### src/rtl/positional_list_engine_core_macros.svh
// ----------------------------------------------------------------------------
// Assertion macros for the positional list engine
// Shorthand for clocked implication checks, disabled during reset.
// ----------------------------------------------------------------------------
`ifndef POSITIONAL_LIST_ENGINE_CORE_MACROS_SVH
`define POSITIONAL_LIST_ENGINE_CORE_MACROS_SVH

// Same-cycle implication.
`define PLE_ASSERT_IMPL(name, ante, cons) \
  name: assert property (@(posedge clk_i) disable iff (!rst_ni) (ante) |-> (cons)) \
    else $error("positional list engine check failed");

// Next-cycle implication.
`define PLE_ASSERT_NEXT(name, ante, cons) \
  name: assert property (@(posedge clk_i) disable iff (!rst_ni) (ante) |=> (cons)) \
    else $error("positional list engine check failed");

`endif

### src/rtl/plist_pkg.sv
// ----------------------------------------------------------------------------
// Positional list engine package
// Command, selector and status codes, field widths and cell control type.
// ----------------------------------------------------------------------------
package plist_pkg;

  localparam int unsigned DepthDef    = 16;
  localparam int unsigned DataBitsDef = 32;

  localparam int unsigned CmdW   = 2;
  localparam int unsigned WhereW = 2;
  localparam int unsigned PosW   = 5;
  localparam int unsigned ValueW = 32;
  localparam int unsigned StatW  = 2;
  localparam int unsigned CountW = 5;

  typedef enum logic [CmdW-1:0] {
    CMD_PUSH  = 2'd0,
    CMD_PEEK  = 2'd1,
    CMD_POP   = 2'd2,
    CMD_CLEAR = 2'd3
  } cmd_e;

  typedef enum logic [WhereW-1:0] {
    WHERE_HEAD = 2'd0,
    WHERE_TAIL = 2'd1,
    WHERE_POS  = 2'd2
  } where_e;

  typedef enum logic [StatW-1:0] {
    ST_OK    = 2'd0,
    ST_EMPTY = 2'd1,
    ST_OOB   = 2'd2,
    ST_FULL  = 2'd3
  } status_e;

  // Per-cell update select, one hot or all zero (hold).
  typedef struct packed {
    logic load;
    logic from_left;
    logic from_right;
  } cell_ctrl_t;

endpackage

### src/rtl/plist_if.sv
// ----------------------------------------------------------------------------
// Positional list engine channels
// Valid/ready channels for command beats and result beats.
// ----------------------------------------------------------------------------
interface plist_in_if
  import plist_pkg::*;
();
  logic              valid;
  logic              ready;
  logic [CmdW-1:0]   cmd;
  logic [WhereW-1:0] where;
  logic [PosW-1:0]   position;
  logic [ValueW-1:0] value;

  modport source (output valid, cmd, where, position, value, input ready);
  modport sink   (input valid, cmd, where, position, value, output ready);
endinterface

interface plist_out_if
  import plist_pkg::*;
();
  logic              valid;
  logic              ready;
  logic [StatW-1:0]  status;
  logic [ValueW-1:0] read_value;
  logic [CountW-1:0] count;

  modport source (output valid, status, read_value, count, input ready);
  modport sink   (input valid, status, read_value, count, output ready);
endinterface

### src/rtl/plist_cell.sv
// ----------------------------------------------------------------------------
// Positional list cell
// Holds one list entry; loads a new word or takes a neighbor's word.
// ----------------------------------------------------------------------------
module plist_cell
  import plist_pkg::*;
#(
  parameter int unsigned DATA_BITS = DataBitsDef
) (
  input  logic                 clk_i,
  input  cell_ctrl_t           ctrl_i,
  input  logic [DATA_BITS-1:0] left_i,
  input  logic [DATA_BITS-1:0] right_i,
  input  logic [DATA_BITS-1:0] new_i,
  output logic [DATA_BITS-1:0] data_o
);

  logic [DATA_BITS-1:0] data_q, data_d;

  // Pick the next word: new data, shift right from left, shift left from right
  always_comb begin
    data_d = data_q;
    priority if (ctrl_i.load) begin
      data_d = new_i;
    end else if (ctrl_i.from_left) begin
      data_d = left_i;
    end else if (ctrl_i.from_right) begin
      data_d = right_i;
    end else begin
      // hold
      data_d = data_q;
    end
  end

  always_ff @(posedge clk_i) begin
    data_q <= data_d;
  end

  assign data_o = data_q;

endmodule

### src/rtl/positional_list_engine_core.sv
// ----------------------------------------------------------------------------
// Positional list engine
// Bounded ordered list with push, peek and pop at head, tail or position, and clear.
// ----------------------------------------------------------------------------
// Usage:
//   in_i carries one command beat (cmd, where, position, value); out_o returns
//   exactly one result beat (status, read_value, count) per command.
//   The list lives in a row of DEPTH cells, head in cell 0. A push shifts the
//   cells at and after the insert point one place toward the tail in the same
//   cycle; a pop shifts the cells after the removed one toward the head.
//   The result is registered and shown in the cycle after the command beat is
//   taken. One command is taken per cycle while the receiver takes each result;
//   the cell update and the one-entry output register set this rate.
//   A peek or pop reads its word through one DEPTH-way select on the cells.
//   Reset empties the list (count zero) and drops any pending result; cell
//   contents are not cleared and are never read before being written.
//   When the receiver stalls, the result holds on out_o and in_i.ready drops
//   until the result beat is taken; in_i.ready is high while out_o is empty or
//   being drained in the same cycle.
// ----------------------------------------------------------------------------
`include "positional_list_engine_core_macros.svh"

module positional_list_engine_core
  import plist_pkg::*;
#(
  parameter int unsigned DEPTH     = DepthDef,
  parameter int unsigned DATA_BITS = DataBitsDef
) (
  input  logic       clk_i,
  input  logic       rst_ni,
  plist_in_if.sink   in_i,
  plist_out_if.source out_o
);

  localparam int unsigned CntW = $clog2(DEPTH + 1);
  localparam int unsigned IdxW = (DEPTH > 1) ? $clog2(DEPTH) : 1;

  cmd_e                 cmd;
  where_e               where;
  logic [CntW-1:0]      count_q, count_d;
  logic [CntW-1:0]      idx;
  logic                 in_fire;
  logic                 push_ok, pop_ok, read_ok;
  status_e              status_d;
  logic [63:0]          value_ext;
  logic [DATA_BITS-1:0] new_data;
  logic [DATA_BITS-1:0] cell_data [DEPTH];
  cell_ctrl_t           cell_ctrl [DEPTH];
  logic [63:0]          rd_ext;
  logic [ValueW-1:0]    rd_value;

  logic                 out_valid_q;
  status_e              status_q;
  logic [ValueW-1:0]    read_value_q;
  logic [CountW-1:0]    count_out_q;

  assign cmd       = cmd_e'(in_i.cmd);
  assign where     = where_e'(in_i.where);
  assign in_i.ready = !out_valid_q || out_o.ready;
  assign in_fire   = in_i.valid && in_i.ready;

  assign value_ext = 64'(in_i.value);
  assign new_data  = value_ext[DATA_BITS-1:0];

  // Decode the command into a status, a cell index and the kind of update
  always_comb begin
    status_d = ST_OK;
    idx      = '0;
    push_ok  = 1'b0;
    read_ok  = 1'b0;
    unique case (cmd)
      CMD_CLEAR: begin
        status_d = ST_OK;
      end
      CMD_PUSH: begin
        if (32'(count_q) >= DEPTH) begin
          status_d = ST_FULL;
        end else begin
          unique case (where)
            WHERE_HEAD: begin
              push_ok = 1'b1;
            end
            WHERE_TAIL: begin
              idx     = count_q;
              push_ok = 1'b1;
            end
            WHERE_POS: begin
              if (in_i.position != '0 && 32'(in_i.position) <= 32'(count_q)) begin
                idx     = CntW'(32'(in_i.position) - 32'd1);
                push_ok = 1'b1;
              end else begin
                status_d = ST_OOB;
              end
            end
            default: status_d = ST_OOB;
          endcase
        end
      end
      CMD_PEEK, CMD_POP: begin
        if (count_q == '0) begin
          status_d = ST_EMPTY;
        end else begin
          unique case (where)
            WHERE_HEAD: begin
              read_ok = 1'b1;
            end
            WHERE_TAIL: begin
              idx     = count_q - CntW'(1);
              read_ok = 1'b1;
            end
            WHERE_POS: begin
              if (in_i.position != '0 && 32'(in_i.position) <= 32'(count_q)) begin
                idx     = CntW'(32'(in_i.position) - 32'd1);
                read_ok = 1'b1;
              end else begin
                status_d = ST_OOB;
              end
            end
            default: status_d = ST_OOB;
          endcase
        end
      end
      default: status_d = ST_OK;
    endcase
  end

  assign pop_ok = read_ok && (cmd == CMD_POP);

  // Next entry count
  always_comb begin
    count_d = count_q;
    if (in_fire) begin
      if (cmd == CMD_CLEAR) begin
        count_d = '0;
      end else if (push_ok) begin
        count_d = count_q + CntW'(1);
      end else if (pop_ok) begin
        count_d = count_q - CntW'(1);
      end
    end
  end

  // Per-cell controls: load at the index, shift toward tail or head around it
  always_comb begin
    for (int i = 0; i < int'(DEPTH); i++) begin
      cell_ctrl[i].load       = in_fire && push_ok && (CntW'(i) == idx);
      cell_ctrl[i].from_left  = in_fire && push_ok && (CntW'(i) > idx) &&
                                (CntW'(i) <= count_q);
      cell_ctrl[i].from_right = in_fire && pop_ok && (CntW'(i) >= idx) &&
                                ((CntW'(i) + CntW'(1)) < count_q);
    end
  end

  // Row of cells, each fed by its neighbors
  for (genvar g = 0; g < DEPTH; g++) begin : g_cell
    logic [DATA_BITS-1:0] left, right;
    if (g == 0) begin : g_first
      assign left = new_data;
    end else begin : g_mid_l
      assign left = cell_data[g-1];
    end
    if (g == DEPTH - 1) begin : g_last
      assign right = cell_data[g];
    end else begin : g_mid_r
      assign right = cell_data[g+1];
    end
    plist_cell #(
      .DATA_BITS (DATA_BITS)
    ) u_cell (
      .clk_i   (clk_i),
      .ctrl_i  (cell_ctrl[g]),
      .left_i  (left),
      .right_i (right),
      .new_i   (new_data),
      .data_o  (cell_data[g])
    );
  end

  // Read the addressed word, zero unless the read is valid
  assign rd_ext   = read_ok ? 64'(cell_data[idx[IdxW-1:0]]) : 64'd0;
  assign rd_value = rd_ext[ValueW-1:0];

  // Hold count and the result register
  always_ff @(posedge clk_i or negedge rst_ni) begin
    if (!rst_ni) begin
      count_q     <= '0;
      out_valid_q <= 1'b0;
    end else begin
      count_q <= count_d;
      if (in_fire) begin
        out_valid_q <= 1'b1;
      end else if (out_o.ready) begin
        out_valid_q <= 1'b0;
      end
    end
  end

  always_ff @(posedge clk_i) begin
    if (in_fire) begin
      status_q     <= status_d;
      read_value_q <= rd_value;
      count_out_q  <= CountW'(count_d);
    end
  end

  assign out_o.valid      = out_valid_q;
  assign out_o.status     = status_q;
  assign out_o.read_value = read_value_q;
  assign out_o.count      = count_out_q;

  `PLE_ASSERT_IMPL(a_count_bound, 1'b1, 32'(count_q) <= DEPTH)
  `PLE_ASSERT_NEXT(a_clear_empties, in_fire && cmd == CMD_CLEAR, count_q == '0)
  `PLE_ASSERT_NEXT(a_full_keeps, in_fire && status_d == ST_FULL,
                   count_q == $past(count_q))
  `PLE_ASSERT_IMPL(a_stall_blocks, out_valid_q && !out_o.ready, !in_i.ready)

endmodule
### src/flat_wrapper.sv
// flat-port wrapper written by rule: the top's interface ports become plain ports
module positional_list_engine_core_flat import plist_pkg::*;
#(
  parameter int unsigned DEPTH     = DepthDef,
  parameter int unsigned DATA_BITS = DataBitsDef
)
  (clk_i, rst_ni, in_i_valid, in_i_cmd, in_i_where, in_i_position, in_i_value, in_i_ready, out_o_valid, out_o_status, out_o_read_value, out_o_count, out_o_ready);
  plist_in_if in_i_i ();
  plist_out_if out_o_i ();
  input  logic clk_i;
  input  logic rst_ni;
  input wire logic [$bits(in_i_i.valid)-1:0] in_i_valid;
  input wire logic [$bits(in_i_i.cmd)-1:0] in_i_cmd;
  input wire logic [$bits(in_i_i.where)-1:0] in_i_where;
  input wire logic [$bits(in_i_i.position)-1:0] in_i_position;
  input wire logic [$bits(in_i_i.value)-1:0] in_i_value;
  output wire logic [$bits(in_i_i.ready)-1:0] in_i_ready;
  output wire logic [$bits(out_o_i.valid)-1:0] out_o_valid;
  output wire logic [$bits(out_o_i.status)-1:0] out_o_status;
  output wire logic [$bits(out_o_i.read_value)-1:0] out_o_read_value;
  output wire logic [$bits(out_o_i.count)-1:0] out_o_count;
  input wire logic [$bits(out_o_i.ready)-1:0] out_o_ready;
  assign in_i_i.valid = in_i_valid;
  assign in_i_i.cmd = in_i_cmd;
  assign in_i_i.where = in_i_where;
  assign in_i_i.position = in_i_position;
  assign in_i_i.value = in_i_value;
  assign in_i_ready = in_i_i.ready;
  assign out_o_valid = out_o_i.valid;
  assign out_o_status = out_o_i.status;
  assign out_o_read_value = out_o_i.read_value;
  assign out_o_count = out_o_i.count;
  assign out_o_i.ready = out_o_ready;
  positional_list_engine_core #(.DEPTH(DEPTH), .DATA_BITS(DATA_BITS)) u_core (.clk_i(clk_i), .rst_ni(rst_ni), .in_i(in_i_i), .out_o(out_o_i));
endmodule
### config.mk
export PLATFORM = sky130hd
export DESIGN_NAME = positional_list_engine_core_flat
export DESIGN_NICKNAME = d
export VERILOG_FILES = /design/src/rtl/plist_pkg.sv /design/src/rtl/plist_if.sv /design/src/rtl/plist_cell.sv /design/src/rtl/positional_list_engine_core.sv /design/src/flat_wrapper.sv
export VERILOG_INCLUDE_DIRS = /design/src /design/src/rtl
export SDC_FILE = /design/constraint.sdc
export NUM_CORES = 1
export LEC_CHECK = 0
export CAP_MARGIN = 40
export CELL_PAD_IN_SITES_DETAIL_PLACEMENT = 1
export CELL_PAD_IN_SITES_GLOBAL_PLACEMENT = 1
export CORE_MARGIN = 4
export CORE_UTILIZATION = 23
export CTS_BUF_LIST = sky130_fd_sc_hd__clkbuf_4 sky130_fd_sc_hd__clkbuf_8
export DETAILED_ROUTE_END_ITERATION = 6
export DONT_BUFFER_PORTS = 1
export HOLD_SLACK_MARGIN = 0.02
export PLACE_DENSITY_LB_ADDON = 0.1
export RECOVER_POWER = 100
export SYNTH_ARGS = -nofsm -noshare
export SYNTH_HDL_FRONTEND = slang
export SYNTH_SLANG_ARGS = --single-unit
### constraint.sdc
create_clock -name clk_i -period 7.9 [get_ports clk_i]
set_input_delay 0.395 -clock clk_i [delete_from_list [all_inputs] [get_ports clk_i]]
set_output_delay 0.395 -clock clk_i [all_outputs]
set_load 0.005 [all_outputs]
== After elaboration in Yosys (flattened, before gate mapping) ==
Cells that the tools add are included.

* Add/subtract/negate cells: 3
* Magnitude comparators: 65
* Eq/ne operators: 20
* Mux-type cells: 73
* Bitwise logic cells: 1
* Reductions and logical operators: 109

{| class="wikitable"
|+ Operators by type and width
! cell !! count
|-
| $mux W32 || 49
|-
| $bmux W32 S4 || 1
|-
| $logic_and A1 B1 Y1 || 83
|-
| $reduce_bool A3 Y1 || 15
|-
| $eq A4 B5 Y1 const A || 8
|-
| $gt A4 B5 Y1 const A || 8
|-
| $le A4 B5 Y1 const A || 8
|-
| $lt A4 B5 Y1 const A || 8
|-
| $ge A4 B5 Y1 const A || 7
|-
| $mux W5 || 7
|-
| $pmux W5 S2 || 3
|-
| $eq A3 B5 Y1 const A || 4
|-
| $ge A3 B5 Y1 const A || 4
|-
| $gt A3 B5 Y1 const A || 4
|-
| $le A3 B5 Y1 const A || 4
|-
| $lt A3 B5 Y1 const A || 4
|-
| $eq A2 B5 Y1 const A || 2
|-
| $ge A1 B5 Y1 const A || 2
|-
| $ge A2 B5 Y1 const A || 2
|-
| $ge A5 B5 Y1 const B || 2
|-
| $gt A1 B5 Y1 const A || 2
|-
| $gt A2 B5 Y1 const A || 2
|-
| $le A1 B5 Y1 const A || 2
|-
| $le A2 B5 Y1 const A || 2
|-
| 21 further kinds || 38
|}

* Bits in registers: 557
* Output and inout bits: 41

== Logic depth before layout (Yosys ltp) ==
Gate-level depths: netlist of the first run.

* Depth in word-level cells: 13
* Gate-level depth with buffers: 15
* Depth with buffers taken out: 10

== Hierarchy ==
From an unflattened synthesis of the first run, not the netlist that was laid out.

* Cells, all modules: 3179
* Area, all modules: 34190.3 µm²

{| class="wikitable"
|+ Modules (own cells, without submodules)
! module !! times used !! cells each !! area an instance (µm²) !! seq. area each (µm²)
|-
| plist_cell || 16 || 140 || 1672.9 || 960.9
|-
| positional_list_engine_core || 1 || 939 || 7424.6 || 1321.3
|}

== Worst setup path before layout of the first run ==
Ideal clock, no wire load.

* Path kind: reg2reg
* Start point: register u_core.count_q[1]
* End point: register u_core.g_cell[2].u_cell.data_q[0], enable pin
* Setup time: 0.533 ns
* Data arrival time: 6.559 ns
* Required time: 7.367 ns
* Setup slack: 0.808 ns
* Stages on the path, launching flop included: 13
* Path buffers: 4
* Clock period less this slack: 7.092 ns
* Path through: dfrtp_1 > clkbuf_1 > clkinv_1 > ha_1 > nand2b_1 > a211o_1 > a21oi_2 > buf_2 > o22a_1 > nor2_1 > clkbuf_1 > clkbuf_1 > o311ai_0

* Word-level cells in the longest chain between the ends: 11
* Elaborated cells on any way between the ends: 31
* Those cells by class: 1 x add/sub; 6 x order compare; 1 x eq/ne; 12 x mux; 11 x reduce/logical

{| class="wikitable"
|+ RTL lines
! item !! RTL line !! RTL
|-
| start: declaration || positional_list_engine_core.sv:40 || <nowiki>logic [CntW-1:0] count_q, count_d;</nowiki>
|-
| start signal: assignment || positional_list_engine_core.sv:189 || <nowiki>count_q <= count_d;</nowiki>
|-
| branches (longest 10 deep; another with $le A5 B5 Y1) || n/a ||
|-
| $reduce_bool A3 Y1 (no line) (*) || n/a ||
|-
| end signal: assignment || plist_cell.sv:36 || <nowiki>data_q <= data_d;</nowiki>
|-
| end: declaration || plist_cell.sv:18 || <nowiki>logic [DATA_BITS-1:0] data_q, data_d;</nowiki>
|}

Every way passes the cells marked *.
A chain may end at the register's enable or synchronous reset.

== Worst setup path after layout of the first run ==
* Start point: register u_core.count_q[2]
* End point: register u_core.g_cell[2].u_cell.data_q[15], enable pin

Same word-level chain as after synthesis.

==> flow_summary.rst, run 1 <==
.. list-table::
   :header-rows: 1

   * - Metric
     - Value
   * - Highest net fanout along the worst path
     - 32
   * - Inst Count DP
     - 4756
   * - Minimum setup slack in the final design
     - between 1000 and 1500 ps
   * - Count of yosys warnings during synthesis
     - 0
   * - Tmin final
     - 6710 ps
   * - Count of port buffers added during placement
     - 0
   * - Post-CTS setup buffer count
     - 0
   * - Max Cap Viol
     - 10
   * - Number of global-route vias before repair
     - 29.1k
   * - Area of the die
     - around 140000 um2
   * - Endpoints failing hold
     - 0
   * - Static leakage
     - between 10 and 15 nW
   * - Final Wtd Congestion
     - slightly above 0.8
   * - Worst clock skew on the final layout
     - 52.0 ps
   * - TritonCTS Buffers
     - about 120
   * - Max frequency
     - between 100 and 150 MHz
   * - Register bit total from synthesis
     - roughly 560
   * - Crit-path slowest cell
     - a211oi_1
   * - Synth area leader
     - edfxtp_1
   * - Critical Path Sink
     - u_core.g_cell[2].u_cell.data_o[15]$_DFFE_PP_
   * - Maximum level of the CTS H-tree
     - 3
   * - Status
     - finished with violations
   * - Required time reported for the critical path endpoint
     - between 8000 and 9000 ps
   * - Number of iterations in the first detailed-routing pass
     - 5
   * - Setup slack at placement
     - around 2000 ps
   * - Setup repair after global routing missed its margin
     - false
   * - Post-route clock period utilization
     - between 80% and 90%
   * - EDFF count, synth
     - between 500 and 600
   * - Net switching component of the power
     - 0.00234 W
   * - Critical path, cell by cell
     - inv_1 > ha_1 > nand4_1 > nor3_1 > a21oi_1 > a211oi_1 > clkbuf_1 > o211ai_1 > clkbuf_1 > or3_1 > buf_12 > o311ai_0 > buf_4
   * - Worst hold margin
     - about 150 ps
   * - Max-Slew Margin vs Limit
     - -112%
   * - Total setup violations reported at the end of the flow
     - 0
   * - Endpoint of the worst-slack reg-to-reg timing path
     - u_core.g_cell[2].u_cell.data_o[15]$_DFFE_PP_
   * - Number of routed nets with antenna violations
     - 0
   * - Kind of path behind the tightest hold check
     - input pin to register
   * - Distinct cells, synth
     - about 80
   * - Internal Dissipation
     - approximately 0.0053 W
   * - Clk pin slew, worst setup/hold paths
     - about 70 ps
   * - CP Capture Type
     - register
   * - Final global-route overflow total
     - 0
   * - Global Route Usage Sum
     - a little under a quarter
   * - Core Area
     - between 100000 and 150000 um2
   * - Average cell area after synthesis
     - 10.1 um2
   * - CP Launch Type
     - register
   * - Proportion of power drawn by combinational gates
     - approximately 15%
   * - IR Drop Worst-Case VDD
     - about 140 uV
   * - Fraction of the yosys area taken by sequential cells
     - between 50% and 60%
   * - Signal arrival time at the worst endpoint
     - a little over 7000 ps
   * - TritonCTS clock tree
     - built
   * - Antenna violations before repair
     - 11
   * - RR Startpoint
     - u_core.count_q[2]$_DFF_PN0_
   * - Net count reported at finish
     - ~3.2k
   * - Layout Area Growth over Synthesis
     - 14.9%
   * - Clk root buf
     - clkbuf_8
   * - Post-cts repair resize count
     - 0
   * - Drt total wl
     - 169 mm
   * - Most repeated library cell on the critical path
     - clkbuf_1
   * - HPWL after detailed placement
     - 103 mm
   * - Power per cell area
     - between 200 and 250 nW/um2
   * - Post-synthesis instance area
     - 31900 um2
   * - TritonCTS Sinks
     - between 500 and 600
   * - Proportion of register bits with asynchronous set or reset after synthesis
     - approximately 1.1%
   * - Type of the setup path with the least slack
     - register to register
   * - Fraction of layout instances using a drive strength above 1
     - about 14%
   * - Maximum clock path buffer count
     - 3
   * - Number of nets in the synthesized netlist
     - roughly 3.2k
   * - Starting density of the core
     - about 23%
   * - Post-Synthesis Cells
     - ~3.2k
   * - Worst stage delay on the critical path
     - around 1100 ps
   * - Setup TNS Final
     - 0 ps
   * - Cell types with the largest area share after synthesis
     - edfxtp_1, nand2_1, a21oi_1
   * - Transition time of the tightest slew-check pin
     - 3180 ps
   * - Number of primary I/O pins
     - 86
   * - DRC Markers
     - 0
   * - Y dimension of the die
     - between 300 and 400 um
   * - Cell count of the worst reg-to-reg path
     - 13
   * - Failing checks
     - max-capacitance violations, max-slew violations
   * - Slack of the worst reg-to-reg path
     - about 1200 ps
   * - Switching portion of total power
     - a little under a third
   * - Final number of max-transition violations
     - around 310
   * - Wire length per cell after detailed routing
     - approximately 34 um
   * - Number of fill cells in the layout
     - 15.4k
   * - Share of power burned in the clock network
     - around two fifths
   * - Fraction of post-synthesis cell area in the top cell type by area
     - 51.9%
   * - Clk_lat worst skew
     - about 860 ps
   * - Routed vias
     - 28.2k
   * - Standard-cell row count
     - 136
   * - Instance count along the most critical hold path
     - 4
   * - DRC marker count from the first detailed-route iteration
     - around 2.5k
   * - Die extent in x
     - roughly 380 um
   * - Count of non-filler cells in the finished layout
     - 5013
   * - Count of hold-fix buffers inserted at cts
     - 39
   * - Largest net degree at the start of global routing
     - 65
   * - Source of the critical timing path
     - u_core.count_q[2]$_DFF_PN0_
   * - First-pass GRT wire length
     - 235 mm
   * - Register share of total power
     - between 40% and 50%
   * - Vias per Instance
     - approximately 5.6
   * - Dominant synthesized flop cell
     - edfxtp_1
   * - Layout Utilization
     - a little over a quarter
[per-stage QoR]
stage	area, um2	total power [W]
2_1_floorplan	31900	0.00402
3_3_place_gp	34000	0.00445
3_5_place_dp	34300	0.00448
4_1_cts	36900	0.00771
5_1_grt	36600	0.00792
6_report	36600	0.00760
[synthesized netlist by cell type, types with 4 or more instances]
| cell type | count |
|---|---|
| clkbuf_1 | 221 |
| nor3_2 | 4 |
| a211oi_1 | 4 |
| nor2_1 | 277 |
| and2_1 | 5 |
| a221oi_1 | 64 |
| a31oi_1 | 125 |
| mux2_2 | 94 |
| buf_4 | 4 |
| nand3_1 | 15 |
| a2bb2oi_1 | 96 |
| o31ai_1 | 4 |
| o21a_1 | 4 |
| mux2i_1 | 86 |
| a22oi_1 | 54 |
| dfrtp_1 | 6 |
| ha_1 | 19 |
| nand4_1 | 6 |
| buf_1 | 13 |
| or3_1 | 7 |
| a221o_1 | 65 |
| nand2_1 | 584 |
| a22o_1 | 99 |
| a211o_1 | 4 |
| edfxtp_1 | 551 |
| nor3_1 | 13 |
| a21oi_1 | 277 |
| buf_2 | 71 |
| a21o_1 | 103 |
| xnor2_1 | 6 |
| inv_1 | 15 |
| o21ai_0 | 109 |
| o22ai_1 | 78 |
| and3_1 | 7 |
[registers in the layout (all words and copies together), names as in the netlist]
signal / cells
u_core.count_q: 5
u_core.out_o.read_value: 32
u_core.out_o.status: 2
u_core.out_o.count: 5
u_core.out_o.valid: 1
u_core.g_cell.u_cell.data_o: 512
[power groups by stage]
stage	logic, W	registers [W]	clock network, W
after detailed placement	0.00104	0.00344	0
after global routing	0.00118	0.00339	0.00335
after global placement	0.00101	0.00344	0
final	0.00111	0.00338	0.00310
after floorplan	0.000619	0.00340	0
after CTS	0.00112	0.00338	0.00322
[cell families after synthesis]
family / Yosys count / synth area share (%)
multiplexers: 183 / 6.13
adder cells (fa/ha/maj): 19 / 0.746
AND/OR/NAND/NOR: 940 / 11.7
XOR/XNOR: 6 / 0.165
buffers and inverters: 326 / 4.16
AO/OA/AOI/OAI: 1125 / 24.7
flip-flops: 557 / 52.4
[worst max-delay path: cells and delay by family, from the launching register on]
kind                     cells  cell delay [ps]
buffers and inverters        5             2200
AO/OA/AOI/OAI                4             1670
AND/OR/NAND/NOR              3             1250
flip-flops                   1              740
adder cells (fa/ha/maj)      1              380
[worst min-delay path by stage]
stage                startpoint                          endpoint  slack [ps]
global placement         rst_ni    u_core.out_o.valid$_DFFE_PN0P_         100
detailed placement       rst_ni    u_core.out_o.valid$_DFFE_PN0P_         100
finish              in_i_cmd[0]  u_core.out_o.status[1]$_DFFE_PP_         150
floorplan                rst_ni       u_core.count_q[0]$_DFF_PN0_         100
global route        in_i_cmd[0]  u_core.out_o.status[1]$_DFFE_PP_         120
CTS                 in_i_cmd[0]  u_core.out_o.status[1]$_DFFE_PP_          50
[per-layer routing]
layer / share of wire (%) / wire [um] / up-vias / GRT usage, %
li1: - / - / 11959 / -
met1: 45 / 75800 / 14808 / 31.0
met2: 46 / 76900 / 1146 / 35.9
met3: 6.0 / 10200 / 288 / 3.73
met4: 3.5 / 5970 / 2 / 7.82
met5: 0.0077 / 13 / - / 0
[layout make-up]
type	count	area [um2]	share of cell area, %
Clock buffer	161	1930	5.28
Clock inverter	52	278	0.758
Timing Repair Buffer	154	1330	3.64
Inverter	17	63.8	0.174
Sequential cell	557	16700	45.6
Multi-Input combinational cell	2273	14100	38.4
Antenna cell	5	12.5	0.0342
Tap cell	1794	2240	6.13
[cell usage in the layout, fill, tap and decap left out, types with 65 or more instances in the layout]
master and count:
a21oi_1 276, buf_4 71, a21o_1 100, o21ai_0 108
a31oi_1 125, edfxtp_1 551, clkbuf_8 116, nor2_1 272
o22ai_1 78, mux2i_1 86, a2bb2oi_1 96, a22o_1 99
mux2_2 94, a221o_1 65, nand2_1 577
Note: power is estimated with default switching activity, not from simulation.
==> run 2, diff against run 1 <==
- clock period: 7.9 -> 6.85 ns (I/O delays scaled with it)
==> flow_summary.rst, run 2 (same netlist as run 1, synthesis figures left out) <==
.. list-table::
   :header-rows: 1

   * - Metric
     - Value
   * - Status
     - finished with violations
   * - Failing checks
     - max-capacitance violations, max-slew violations
   * - TritonCTS clock tree
     - built
   * - DRC marker count from the first detailed-route iteration
     - 2307 (-7.6%)
   * - Maximum level of the CTS H-tree
     - 3 (unchanged)
   * - Global Route Usage Sum
     - 22.3% (-0.24 points)
   * - Required time reported for the critical path endpoint
     - 7300 ps (-1050 ps)
   * - Type of the setup path with the least slack
     - register to register
   * - Worst stage delay on the critical path
     - 970 ps (-110 ps)
   * - Max reg flops
     - 512 (unchanged)
   * - Count of port buffers added during placement
     - 0 (unchanged)
   * - Most repeated library cell on the critical path
     - clkbuf_1
   * - Post-cts repair resize count
     - 0 (unchanged)
   * - Final number of max-transition violations
     - 60 (-81%)
   * - Fraction of layout instances using a drive strength above 1
     - 13.9% (+0.067 points)
   * - First-pass GRT wire length
     - 234 mm (-0.56%)
   * - Tmin final
     - 6070 ps (-645 ps)
   * - Crit-path slowest cell
     - a21oi_1
   * - Worst clock skew on the final layout
     - 39.5 ps (-12.5 ps)
   * - Die extent in x
     - 380 um (unchanged)
   * - Final global-route overflow total
     - 0 (unchanged)
   * - Layout Area Growth over Synthesis
     - 15.5%
   * - Transition time of the tightest slew-check pin
     - 2050 ps (-1130 ps)
   * - Clk pin slew, worst setup/hold paths
     - 60 ps (about the same)
   * - Max-Slew Margin vs Limit
     - -36.3% (+75 points)
   * - Net count reported at finish
     - 3192 (+0.28%)
   * - Total setup violations reported at the end of the flow
     - 0 (unchanged)
   * - Max Cap Viol
     - 3 (-7)
   * - Number of global-route vias before repair
     - 29.3k (+0.81%)
   * - CP Launch Type
     - register
   * - Standard-cell row count
     - 136 (unchanged)
   * - Area of the die
     - 145000 um2 (unchanged)
   * - Setup TNS Final
     - 0 ps (unchanged)
   * - Final Wtd Congestion
     - 0.787 (-2.3%)
   * - Routed vias
     - 27.8k (-1.4%)
   * - Setup repair after global routing missed its margin
     - false
   * - Vias per Instance
     - 5.54 (-1.6%)
   * - DRC Markers
     - 0 (unchanged)
   * - Static leakage
     - 13.5 nW (+0.40%)
   * - Critical path, cell by cell
     - clkinv_1 > ha_1 > nand2b_1 > a211o_1 > a21oi_1 > o32ai_1 > clkbuf_1 > nor4_2 > clkbuf_1 > a32oi_4 > buf_4 > o31ai_1 > clkbuf_1
   * - Largest net degree at the start of global routing
     - 84 (+29%)
   * - HPWL after detailed placement
     - 104 mm (+1.3%)
   * - Maximum clock path buffer count
     - 3 (unchanged)
   * - TritonCTS Sinks
     - 557 (unchanged)
   * - Commonest cells after routing, fill and taps aside
     - nand2_1, edfxtp_1, a21oi_1
   * - Post-route clock period utilization
     - 88.6% (+3.6 points)
   * - Clk root buf
     - clkbuf_8
   * - Clk_lat worst skew
     - 850 ps (about the same)
   * - IR Drop Worst-Case VDD
     - 131 uV (-5.2%)
   * - Drt total wl
     - 167 mm (-1.1%)
   * - Y dimension of the die
     - 380 um (unchanged)
   * - Kind of path behind the tightest hold check
     - input pin to register
   * - Number of iterations in the first detailed-routing pass
     - 5 (unchanged)
   * - Number of primary I/O pins
     - 86 (unchanged)
   * - CP Capture Type
     - register
   * - Commonest non-fill, non-tap cell in the layout
     - nand2_1
   * - Starting density of the core
     - 23.2% (unchanged)
   * - Highest net fanout along the worst path
     - 33 (+3.1%)
   * - Number of routed nets with antenna violations
     - 0 (unchanged)
   * - Power per cell area
     - 238 nW/um2 (+15%)
   * - TritonCTS Buffers
     - 115 (-0.86%)
   * - Signal arrival time at the worst endpoint
     - 6510 ps (-650 ps)
   * - Core Area
     - 138000 um2 (unchanged)
   * - Wire length per cell after detailed routing
     - 33.3 um (-1.2%)
   * - Endpoints failing hold
     - 0 (unchanged)
   * - Number of fill cells in the layout
     - 15.4k (+0.13%)
   * - Antenna violations before repair
     - 11 (unchanged)
   * - Tot Pwr
     - 0.00875 W (+15%)
   * - Max frequency
     - 165 MHz (+11%)
==> run 2: worst paths after layout <==
path | from | end | slack (ps) | cells after the start
hold reg to reg | u_core.g_cell[15].u_cell.data_o[18]$_DFFE_PP_ | u_core.g_cell[14].u_cell.data_o[18]$_DFFE_PP_ | 550 | 1
setup reg to reg | u_core.count_q[1]$_DFF_PN0_ | u_core.g_cell[11].u_cell.data_o[11]$_DFFE_PP_ | 780 | 13
setup / recovery | u_core.count_q[1]$_DFF_PN0_ | u_core.g_cell[11].u_cell.data_o[11]$_DFFE_PP_ | 780 | 13
max in group asynchronous | rst_ni | u_core.count_q[4]$_DFF_PN0_ | 6250 | 2
hold / removal | in_i_valid | u_core.count_q[2]$_DFF_PN0_ | 140 | 2
min in group asynchronous | rst_ni | u_core.out_o.valid$_DFFE_PN0P_ | 340 | 2
==> run 2: metrics by stage <==
| step | std cells | area [um2] | setup WS, ps | hold WS [ps] | utilization [%] |
|---|---|---|---|---|---|
| after global routing | 5018 | 36800 | 542 | 90.5 | 26.7 |
| after global placement | 4746 | 34100 | 1500 | 47.2 | 24.8 |
| after floorplan | 3156 | 31900 | -191 | 46.9 | - |
| after CTS | 5010 | 37000 | 1350 | 61.4 | 26.9 |
| after detailed placement | 4762 | 34400 | 1390 | 47.2 | 25.0 |
| final | 5019 | 36800 | 784 | 140 | 26.7 |
==> run 2: metal layers <==
layer | track usage, % | wire length (um)
met5 | 0 | 40
met4 | 7.47 | 6010
met3 | 3.69 | 8670
met2 | 37.4 | 78800
met1 | 29.3 | 73500
==> run 2: layout make-up <==
class | instances | area, um2 | area share (%)
Clock inverter | 47 | 255 | 0.693
Timing Repair Buffer | 164 | 1470 | 3.99
Inverter | 17 | 63.8 | 0.173
Sequential cell | 557 | 16700 | 45.4
Multi-Input combinational cell | 2273 | 14100 | 38.3
Antenna cell | 5 | 12.5 | 0.0340
Clock buffer | 162 | 1970 | 5.34
Tap cell | 1794 | 2240 | 6.10
==> run 2: worst max-delay path, delay by kind of cell (launching register included) <==
kind	cells	cell delay [ps]
AOI/OAI and AO/OA	5	2000
adders and majority gates	1	430
buffers and inverters	5	2370
DFF	1	530
and+or+nand+nor	2	300
==> run 2: timing repair <==
item,4_1_cts,5_1_grt
hold buffers,39,0
hold endpoints to repair,523,0
setup buffers,0,0
==> run 2: power by group <==
part           internal (W)  switching [W]  total, W
Sequential          0.00382      0.0000807   0.00390
Combinational      0.000366       0.000902   0.00127
Clock               0.00188        0.00171   0.00358
==> run 3, diff against run 2 <==
--- a/config.mk
+++ b/config.mk
@@ -11,5 +11,5 @@
 export CELL_PAD_IN_SITES_GLOBAL_PLACEMENT = 1
 export CORE_MARGIN = 4
-export CORE_UTILIZATION = 23
+export CORE_UTILIZATION = 45
 export CTS_BUF_LIST = sky130_fd_sc_hd__clkbuf_4 sky130_fd_sc_hd__clkbuf_8
 export DETAILED_ROUTE_END_ITERATION = 6
@@ -18,4 +18,5 @@
 export PLACE_DENSITY_LB_ADDON = 0.1
 export RECOVER_POWER = 100
+export SETUP_SLACK_MARGIN = 0.5
 export SYNTH_ARGS = -nofsm -noshare
 export SYNTH_HDL_FRONTEND = slang
==> constraint.sdc (replaced) <==
create_clock -name clk_i -period 6.85 [get_ports clk_i]
set_input_delay 1.0275 -clock clk_i [delete_from_list [all_inputs] [get_ports clk_i]]
set_output_delay 1.0275 -clock clk_i [all_outputs]
set_load 0.005 [all_outputs]
==> flow_summary.rst, run 3 (same netlist as run 1, synthesis figures left out) <==
.. list-table::
   :header-rows: 1

   * - Metric
     - Value
   * - Commonest non-fill, non-tap cell in the layout
     - nand2_1
   * - Drt total wl
     - 136 mm (-19%)
   * - Kind of path behind the tightest hold check
     - input pin to register
   * - Maximum clock path buffer count
     - 3 (unchanged)
   * - Wire length per cell after detailed routing
     - 33.3 um (about the same)
   * - Hold Startpoint
     - in_i_valid
   * - Tmin final
     - 6200 ps (+135 ps)
   * - DRC marker count from the first detailed-route iteration
     - 3847 (+67%)
   * - Endpoint of the worst-slack reg-to-reg timing path
     - u_core.g_cell[5].u_cell.data_o[28]$_DFFE_PP_
   * - Global Route Usage Sum
     - 35.3% (+13 points)
   * - CP Capture Type
     - register
   * - Worst stage delay on the critical path
     - 1880 ps (+910 ps)
   * - Power per cell area
     - 235 nW/um2 (-1.0%)
   * - Static leakage
     - 13.1 nW (-3.2%)
   * - Met2 usage in global routing
     - 55.5% (+18 points)
   * - Setup repair after global routing missed its margin
     - false
   * - Endpoints failing hold
     - 0 (unchanged)
   * - Setup TNS Final
     - 0 ps (unchanged)
   * - CP Launch Type
     - register
   * - TritonCTS clock tree
     - built
   * - Status
     - finished with violations
   * - Required time reported for the critical path endpoint
     - 7380 ps (+80 ps)
   * - Slack of the worst reg-to-reg path
     - 650 ps (-130 ps)
   * - Endpoint, Worst Hold
     - u_core.out_o.valid$_DFFE_PN0P_
   * - Worst hold margin
     - 446 ps (+305 ps)
   * - Clk_lat worst skew
     - 730 ps (-120 ps)
   * - Number of primary I/O pins
     - 86 (unchanged)
   * - Die extent in x
     - 274 um (-28%)
   * - IR Drop Worst-Case VDD
     - 128 uV (-2.1%)
   * - Critical path, cell by cell
     - inv_1 > ha_1 > or4b_1 > a31oi_4 > nor3_1 > a21oi_4 > buf_4 > nand3_2 > nand2_1 > clkbuf_1 > o22ai_1 > a2bb2oi_1
   * - Layout Area Growth over Synthesis
     - 9.13%
   * - Max-Slew Margin vs Limit
     - -138% (-100 points)
   * - Clk pin slew, worst setup/hold paths
     - 50 ps (about the same)
   * - Failing checks
     - max-capacitance violations, max-slew violations
   * - Total setup violations reported at the end of the flow
     - 0 (unchanged)
   * - Final global-route overflow total
     - 0 (unchanged)
   * - Transition time of the tightest slew-check pin
     - 3580 ps (+1530 ps)
   * - Grt peak-use layer
     - met2
   * - Final number of max-transition violations
     - 265 (+340%)
   * - Routed vias
     - 28.7k (+3.3%)
   * - Area of the die
     - 75200 um2 (-48%)
   * - Crit-path slowest cell
     - clkbuf_1
   * - HPWL after detailed placement
     - 83.2 mm (-20%)
   * - Core Area
     - 70100 um2 (-49%)
   * - Max frequency
     - 161 MHz (-2.2%)
   * - Met3 track demand over resource in global routing
     - 8.43% (+4.7 points)
   * - First-pass GRT wire length
     - 197 mm (-15%)
   * - Post-route clock period utilization
     - 90.5% (+2.0 points)
   * - Signal arrival time at the worst endpoint
     - 6730 ps (+220 ps)
   * - Met1 Track Usage GR
     - 46.8% (+18 points)
   * - Max Cap Viol
     - 9 (+6)
   * - Y dimension of the die
     - 274 um (-28%)
   * - Number of global-route vias before repair
     - 29.3k (-0.0068%)
   * - Fraction of layout instances using a drive strength above 1
     - 12.6% (-1.4 points)
   * - Instance count along the most critical hold path
     - 1 (-1)
   * - Clk root buf
     - clkbuf_8
   * - Number of iterations in the first detailed-routing pass
     - 6 (+1)
   * - Count of port buffers added during placement
     - 0 (unchanged)
   * - Largest net degree at the start of global routing
     - 72 (-14%)
   * - TritonCTS Buffers
     - 102 (-11%)
   * - Max reg flops
     - 512 (unchanged)
   * - TritonCTS Sinks
     - 557 (unchanged)
   * - Number of routed nets with antenna violations
     - 0 (unchanged)
   * - Net count reported at finish
     - 3129 (-2.0%)
   * - Standard-cell row count
     - 97 (-29%)
   * - Cell count of the worst reg-to-reg path
     - 12 (-1)
   * - RR Startpoint
     - u_core.count_q[0]$_DFF_PN0_
   * - DRC Markers
     - 0 (unchanged)
   * - Starting density of the core
     - 45.4% (+22 points)
   * - Final Wtd Congestion
     - 0.884 (+12%)
   * - Antenna violations before repair
     - 2 (-9)
   * - Type of the setup path with the least slack
     - register to register
   * - Worst clock skew on the final layout
     - 48.8 ps (+9.35 ps)
   * - Maximum level of the CTS H-tree
     - 3 (unchanged)
   * - Highest net fanout along the worst path
     - 34 (+3.0%)
   * - Commonest cells after routing, fill and taps aside
     - nand2_1, edfxtp_1, a21oi_1
   * - Vias per Instance
     - 7.02 (+27%)
run 3: changes by cell type in the layout (fill, tap and decap cells not counted), moves of 4 or more:
cell,before,now
clkbuf_1,11,18
nand3_1,9,13
clkbuf_8,120,105
clkbuf_2,19,14
buf_4,75,66
nand3_2,5,1
buf_8,6,2
clkbuf_4,42,38
dlygate4sd3_1,39,1
run 3: final cells by class:
| cell class | instances | area [um2] |
|---|---|---|
| well taps | 940 | 1180 |
| clock buffers | 143 | 1730 |
| inverters | 17 | 63.8 |
| fillers | 7767 | 35400 |
| flip-flops and latches | 557 | 16700 |
| diodes | 4 | 10.0 |
| repair buffers | 114 | 908 |
| multi-input cells | 2273 | 14000 |
| clock inverters | 42 | 208 |
run 3: critical path, delay by kind of cell (launching register included):
kind	cells	cell delay, ps
buffers and inverters	3	2780
and+or+nand+nor	4	1160
adders and majority gates	1	220
DFF	1	490
AOI/OAI and AO/OA	4	1350
run 3: per-stage QoR:
step | util [%] | instance area [um2] | cells | setup slack, ps | total power [W]
global placement | 46.9 | 32900 | 3882 | 1480 | 0.00501
finish | 49.6 | 34800 | 4090 | 649 | 0.00819
global route | 49.6 | 34800 | 4088 | 547 | 0.00845
CTS | 50.1 | 35200 | 4086 | 1470 | 0.00820
floorplan | - | 31900 | 3156 | -527 | 0.00464
detailed placement | 47.3 | 33200 | 3900 | 1290 | 0.00507
run 3: repair_timing:
item,4_1_cts,5_1_grt
setup buffers,0,0
hold endpoints to repair,6,0
resized for setup,0,0
hold buffers,1,0
run 3: how the worst max path moves through the flow:
stage	start	end	slack [ps]	depth (start not counted)
5_1_grt	u_core.count_q[1]$_DFF_PN0_	u_core.g_cell[2].u_cell.data_o[30]$_DFFE_PP_	550	11
3_3_place_gp	in_i_position[0]	u_core.g_cell[3].u_cell.data_o[5]$_DFFE_PP_	1480	10
3_5_place_dp	in_i_position[0]	u_core.g_cell[8].u_cell.data_o[15]$_DFFE_PP_	1290	10
4_1_cts	u_core.count_q[1]$_DFF_PN0_	u_core.g_cell[8].u_cell.data_o[31]$_DFFE_PP_	1470	10
6_report	u_core.count_q[0]$_DFF_PN0_	u_core.g_cell[5].u_cell.data_o[28]$_DFFE_PP_	650	12
2_1_floorplan	in_i_position[0]	u_core.g_cell[12].u_cell.data_o[0]$_DFFE_PP_	-530	10
run 3: layer usage:
| layer | share of wire, % | wire length, um | vias up |
|---|---|---|---|
| li1 | - | - | 11834 |
| met1 | 40 | 54600 | 14602 |
| met2 | 45 | 61100 | 1868 |
| met3 | 10 | 14000 | 417 |
| met4 | 4.6 | 6330 | 2 |
| met5 | 0.014 | 19 | - |
run 3: power by group:
part	internal, W	switching (W)
clock	0.00162	0.00152
combinational	0.000363	0.000785
sequential	0.00382	0.0000750
